[src/rtl/core/cdq_pkg.sv]
// Package for the circular deque: operation and status codes,
// controller-to-datapath command and status structs. No dependencies.
package cdq_pkg;

    localparam int OP_W = 2;
    localparam int ST_W = 2;
    localparam int WORD_W = 32;

    // operation codes
    localparam logic [OP_W-1:0] OP_PUSH_FRONT = 2'd0;
    localparam logic [OP_W-1:0] OP_PUSH_REAR  = 2'd1;
    localparam logic [OP_W-1:0] OP_POP_FRONT  = 2'd2;
    localparam logic [OP_W-1:0] OP_POP_REAR   = 2'd3;

    // result status codes
    localparam logic [ST_W-1:0] ST_DONE      = 2'd0;
    localparam logic [ST_W-1:0] ST_OVERFLOW  = 2'd1;
    localparam logic [ST_W-1:0] ST_UNDERFLOW = 2'd2;

    // controller -> datapath
    typedef struct packed {
        logic capture;  // latch incoming item
        logic exec;     // perform the operation on the store
        logic load;     // move the result into the output register
    } t_cmd;

    // datapath -> top (observed state)
    typedef struct packed {
        logic empty;
        logic full;
        logic at_origin;  // head and tail both at entry 0
    } t_stat;

endpackage

[src/rtl/core/cdq_ctrl.sv]
// Controller of the circular deque: sequences capture, execute and
// result load, and owns the stream handshakes. Uses cdq_pkg.
module cdq_ctrl (
    input  logic          i_clk,
    input  logic          i_rst_n,
    input  logic          i_s_valid,
    output logic          o_s_ready,
    output logic          o_m_valid,
    input  logic          i_m_ready,
    output cdq_pkg::t_cmd o_cmd
);
    import cdq_pkg::*;

    localparam logic [1:0] S_IDLE = 2'd0;
    localparam logic [1:0] S_EXEC = 2'd1;
    localparam logic [1:0] S_LOAD = 2'd2;

    logic [1:0] r_state, n_state;
    logic       r_m_valid, n_m_valid;
    logic       out_free;

    assign out_free = !r_m_valid || i_m_ready;

    always_comb begin
        n_state     = r_state;
        o_cmd       = '0;
        n_m_valid   = r_m_valid && !i_m_ready;
        unique case (r_state)
            S_IDLE: begin
                if (i_s_valid) begin
                    o_cmd.capture = 1'b1;
                    n_state       = S_EXEC;
                end
            end
            S_EXEC: begin
                o_cmd.exec = 1'b1;
                n_state    = S_LOAD;
            end
            S_LOAD: begin
                // hold the result until the output register frees up
                if (out_free) begin
                    o_cmd.load = 1'b1;
                    n_m_valid  = 1'b1;
                    n_state    = S_IDLE;
                end
            end
            default: begin
                n_state = S_IDLE;
            end
        endcase
    end

    always_ff @(posedge i_clk) begin
        if (!i_rst_n) begin
            r_state   <= S_IDLE;
            r_m_valid <= 1'b0;
        end else begin
            r_state   <= n_state;
            r_m_valid <= n_m_valid;
        end
    end

    assign o_s_ready = (r_state == S_IDLE);
    assign o_m_valid = r_m_valid;

endmodule

[config.mk]
export PLATFORM = sky130hd
export DESIGN_NAME = cdq_ctrl
export DESIGN_NICKNAME = d
export VERILOG_FILES = /design/src/rtl/core/cdq_pkg.sv /design/src/rtl/core/cdq_ctrl.sv
export SDC_FILE = /design/constraint.sdc
export NUM_CORES = 1
export LEC_CHECK = 0
export BUFFER_PORTS_ARGS = -buffer_cell sky130_fd_sc_hd__buf_2
export CORE_AREA = 2 2 39 41
export DETAILED_ROUTE_END_ITERATION = 6
export DIE_AREA = 0 0 41 43
export GPL_TIMING_DRIVEN = 0
export RECOVER_POWER = 100
export SYNTH_ARGS = -nofsm -noshare
export SYNTH_HDL_FRONTEND = slang
export SYNTH_SLANG_ARGS = --single-unit
[constraint.sdc]
create_clock -name i_clk -period 2.3 [get_ports i_clk]
set_input_delay 0.115 -clock i_clk [delete_from_list [all_inputs] [get_ports i_clk]]
set_output_delay 0.115 -clock i_clk [all_outputs]
set_load 0.01 [all_outputs]
-- After elaboration in Yosys (flattened, before gate mapping)
Cells that the tools add are included.
- add/sub/neg operators: 0
- multipliers: 0
- div/mod/pow operators: 0
- magnitude comparators: 0
- equal/unequal tests: 4
- shift operators: 0
- mux-type cells: 10
- bitwise operators: 0
- reduce and logical (&&, ||, !) cells: 6
- operator list (cell ; number):
    $mux W1 ; 7
    $pmux W2 S3 ; 1
    $mux W2 ; 2
    $ne A2 B2 Y1 const B ; 2
    $eq A2 B1 Y1 const B ; 1
    $eq A2 B2 Y1 const B ; 1
    $logic_not A1 Y1 ; 2
    $logic_not A2 Y1 ; 1
    $reduce_and A2 Y1 ; 1
    $logic_and A1 B1 Y1 ; 1
    $logic_or A1 B1 Y1 ; 1
- register bits after elaboration: 3
- latch bits: 0
- memory bits (writable): 0
- ROM bits: 0
- bits of input ports: 4
- output and inout port bits: 5
- word-level logic and storage cells: 22
- memories kept: 0

-- Depth between registers and ports, before layout
- depth after elaboration: 4
- gate-level depth with buffers: 2
- gate-level depth less buffers: 2

-- Worst setup path after synthesis
OpenSTA, ideal clock, no wires.
- kind: reg-to-reg
- start point: reg r_state[1]
- end point: reg r_state[1]
- library setup time: 0.115 ns
- data arrival time: 0.738 ns
- data required time: 2.185 ns
- slack: 1.448 ns
- stages on the path, launching flop included: 3
- buffers on the path: 0
- clock period less this slack: 0.852 ns
- cells stage by stage: dfxtp_1 -> and2b_4 -> o21a_1
- longest elaborated chain between the ends: 3
- elaborated cells on any way between the ends: 7
- classes of those cells: 4 x eq/ne; 1 x mux; 2 x reduce/logical
- RTL lines (item ; RTL line ; RTL):
    start: declaration ; cdq_ctrl.sv:18 ; logic [1:0] r_state, n_state;
    start signal: assignment ; cdq_ctrl.sv:58 ; r_state <= n_state;
    $eq A2 B2 Y1 / $logic_not A2 Y1 (equally long branches) ; cdq_ctrl.sv:28 ; unique case (r_state)
    $ne A2 B2 Y1 (no source line) ; - ;
    $reduce_and A2 Y1 (no source line) ; - ;
Several ways; a longest one is shown, not always the timed one.
A chain may end at the register's enable or synchronous reset.

==> results.yml <==
status:
  status: "complete, no violations"
power:
  p_comb_frac: 0.104
  switching_power_mw: 0.03679
  swShare: 0.2219
  p_int_mw: 0.1290
  p_leak_nw: 0.08348
  ir_worst_vdd_mv: 0.1270
  seq_power_share: 0.344
  power_density_nw_per_um2: 774.8
  pwr-share-clk: 0.551
logic_synthesis:
  yosys_register_bits: 3
  synth_cells: 13
  synth_top_family_by_area: "simple AND/OR/NAND/NOR gates"
  synth.distinct_cells: 10
  synth_xor_area_frac: 0
  ys_seq_area_frac: 0.4324
  avgSynthCellArea_um2: 10.68
  muxShareOfSynthArea: 0
  syn_nets: 17
  synth_compound_area_frac: 0.1081
  synth_area_um2: 138.9
  ys_warn_count: 0
  synthAdderAreaFrac: 0
  synthSimpleGateAreaFrac: 0.4595
grt:
  globalRoute.totalOverflow: 0
  grt_pass1_vias: 132
  grt_max_degree: 6
  grt_pass1_wl_um: 427
  antenna_found_initial: 0
  grt_usage: 0.04910
floorplanning:
  die_y_um: 43
  start_util: 0.1004
  die-area_um2: 1763
  die_w_um: 41
  coreArea_um2: 1384
  ios: 9
  num_rows: 14
sta:
  finalMaxSlewViolations: 0
  fmax_mhz: 903.0
  rsz0062_at_grt: "false"
  tightest_slew_ps: 228.7
  hold_viol_final: 0
  fin_setup_tns_ps: 0
  period_needed_ps: 1107
  clock_skew_ps: 1.673
  setup_violations: 0
  min_period_over_period: 0.4815
  whs_ps: 119.1
  relSlewSlack: 0.8472
setup_path:
  startpoint_type: "flip-flop"
  required_ps: 2180
  critPathKind: "reg2out"
  reg2reg_to: "r_state[1]"
  cp.arrival_ps: 990
  cp-end-kind: "output port"
  reg2reg_depth: 2
  crit_start: "r_state[0]"
  cp_max_fo: 5
  crit_end: "o_cmd[2]"
  crit-reg2reg-launch: "r_state[1]"
  reg2reg_setup_slack_ps: 1440
clock_network:
  htreeDepth: 1
  cts_sinks: 3
  holdBufCountCts: 0
  cts-buffers-inserted: 3
  cts_buffer_depth: 2
  cts_tree: "done"
  cts.repair.resized: 0
  postCtsSetupRepairBufs: 0
  clk_latency_ps: 230
  clockRootBuffer: "clkbuf_4"
  clkTransAtPathRegs_ps: 40
route:
  routed_via_density: 3.195
  via_count: 131
  initialDrtViolationCount: 0
  drcViolationCount: 0
  drt_first_pass_iters: 1
  detail-route-antenna-nets: 0
  routed_wirelength_um: 301
  wl_per_cell_um: 7.341
placed_design:
  gp_congestion: 0.4727
  place_inst: 37
  port_buffers: 8
final_layout:
  drive_gt1_frac: 0.2800
  synthToLayoutAreaGrowth_pct: 54.05
  seqCellArea_um2: 60.06
  fillers: 155
  diodes: 0
  nets: 30
  multi_input_area_um2: 73.82
  final_cells: 41
job:
  drv_cap: 0
worst_hold_path:
  min_path_type: "in2reg"
-- through the flow --
step	util	total power [mW]	instance area [µm²]	setup slack (ps)
2_1_floorplan	-	0.06862	138.9	1448
3_3_place_gp	0.1438	0.07722	198.9	1427
3_5_place_dp	0.1438	0.07722	198.9	1432
4_1_cts	0.1627	0.1731	225.2	1210
5_1_grt	0.1546	0.1777	214.0	1115
6_report	0.1546	0.1658	214.0	1193
-- how the worst min path moves through the flow --
stage	from	endpoint	slack (ps)	cells after the start
6_report	i_rst_n	r_state[1]	120	2
3_5_place_dp	i_rst_n	r_state[1]	350	2
2_1_floorplan	i_rst_n	r_state[1]	230	1
4_1_cts	i_rst_n	r_state[1]	110	2
5_1_grt	i_rst_n	r_state[1]	130	2
3_3_place_gp	i_rst_n	r_state[1]	350	2
-- kinds of logic (layout without fill, tap and decap cells) --
kind of cell,Yosys count,count (layout)
simple gates,8,8
flops,3,3
buf+inv,0,12
compound gates,2,2
-- layout make-up --
class	count	area share
Sequential cell	3	0.2807
Timing Repair Buffer	8	0.1579
Tap cell	16	0.09357
Multi-Input combinational cell	10	0.3450
Clock buffer	4	0.1228
-- power by group through the flow --
stage,sequential (mW),combinational [mW],clock (mW)
2_1_floorplan,0.0580,0.0107,0
3_3_place_gp,0.0583,0.0189,0
3_5_place_dp,0.0582,0.0190,0
4_1_cts,0.0574,0.0191,0.0966
5_1_grt,0.0573,0.0196,0.101
6_report,0.0571,0.0173,0.0914
-- flip-flops by register name, summed over array words and instances (netlist names) --
name and cells:
o_m_valid 1, r_state 2
-- worst max-delay path, stage by stage, from the launching register on --
cell	delay [ps]
dfxtp_1	330
nor3b_1	250
clkbuf_1	180
-- cells in the final DEF, fill, tap and decap left out, drive strengths merged --
| master | n |
|---|---|
| and4bb | 1 |
| dfxtp | 3 |
| buf | 3 |
| clkbuf | 9 |
| nor2b | 1 |
| and2 | 1 |
| nor3b | 1 |
| nand2b | 2 |
| and2b | 1 |
| nor2 | 1 |
| o21a | 1 |
| a21boi | 1 |
-- metal layers --
metal  vias to the layer above  wire (µm)  track usage
li1                         69          -            -
met1                        55        125      0.03514
met2                         7        120      0.04375
met3                         0         56      0.06283
met4                         0          0      0.08000
met5                         -          0            0
-- cells in the mapped netlist --
| master | number | area (µm²) |
|---|---|---|
| and2b_4 | 1 | 10.01 |
| a21boi_0 | 1 | 7.510 |
| dfxtp_1 | 3 | 60.06 |
| nor2b_1 | 1 | 6.260 |
| nor2_1 | 1 | 3.750 |
| and2_1 | 1 | 6.260 |
| nor3b_2 | 1 | 12.51 |
| nand2b_1 | 2 | 12.51 |
| o21a_1 | 1 | 7.510 |
| and4bb_1 | 1 | 12.51 |
Power figures use the tool's default switching activity.
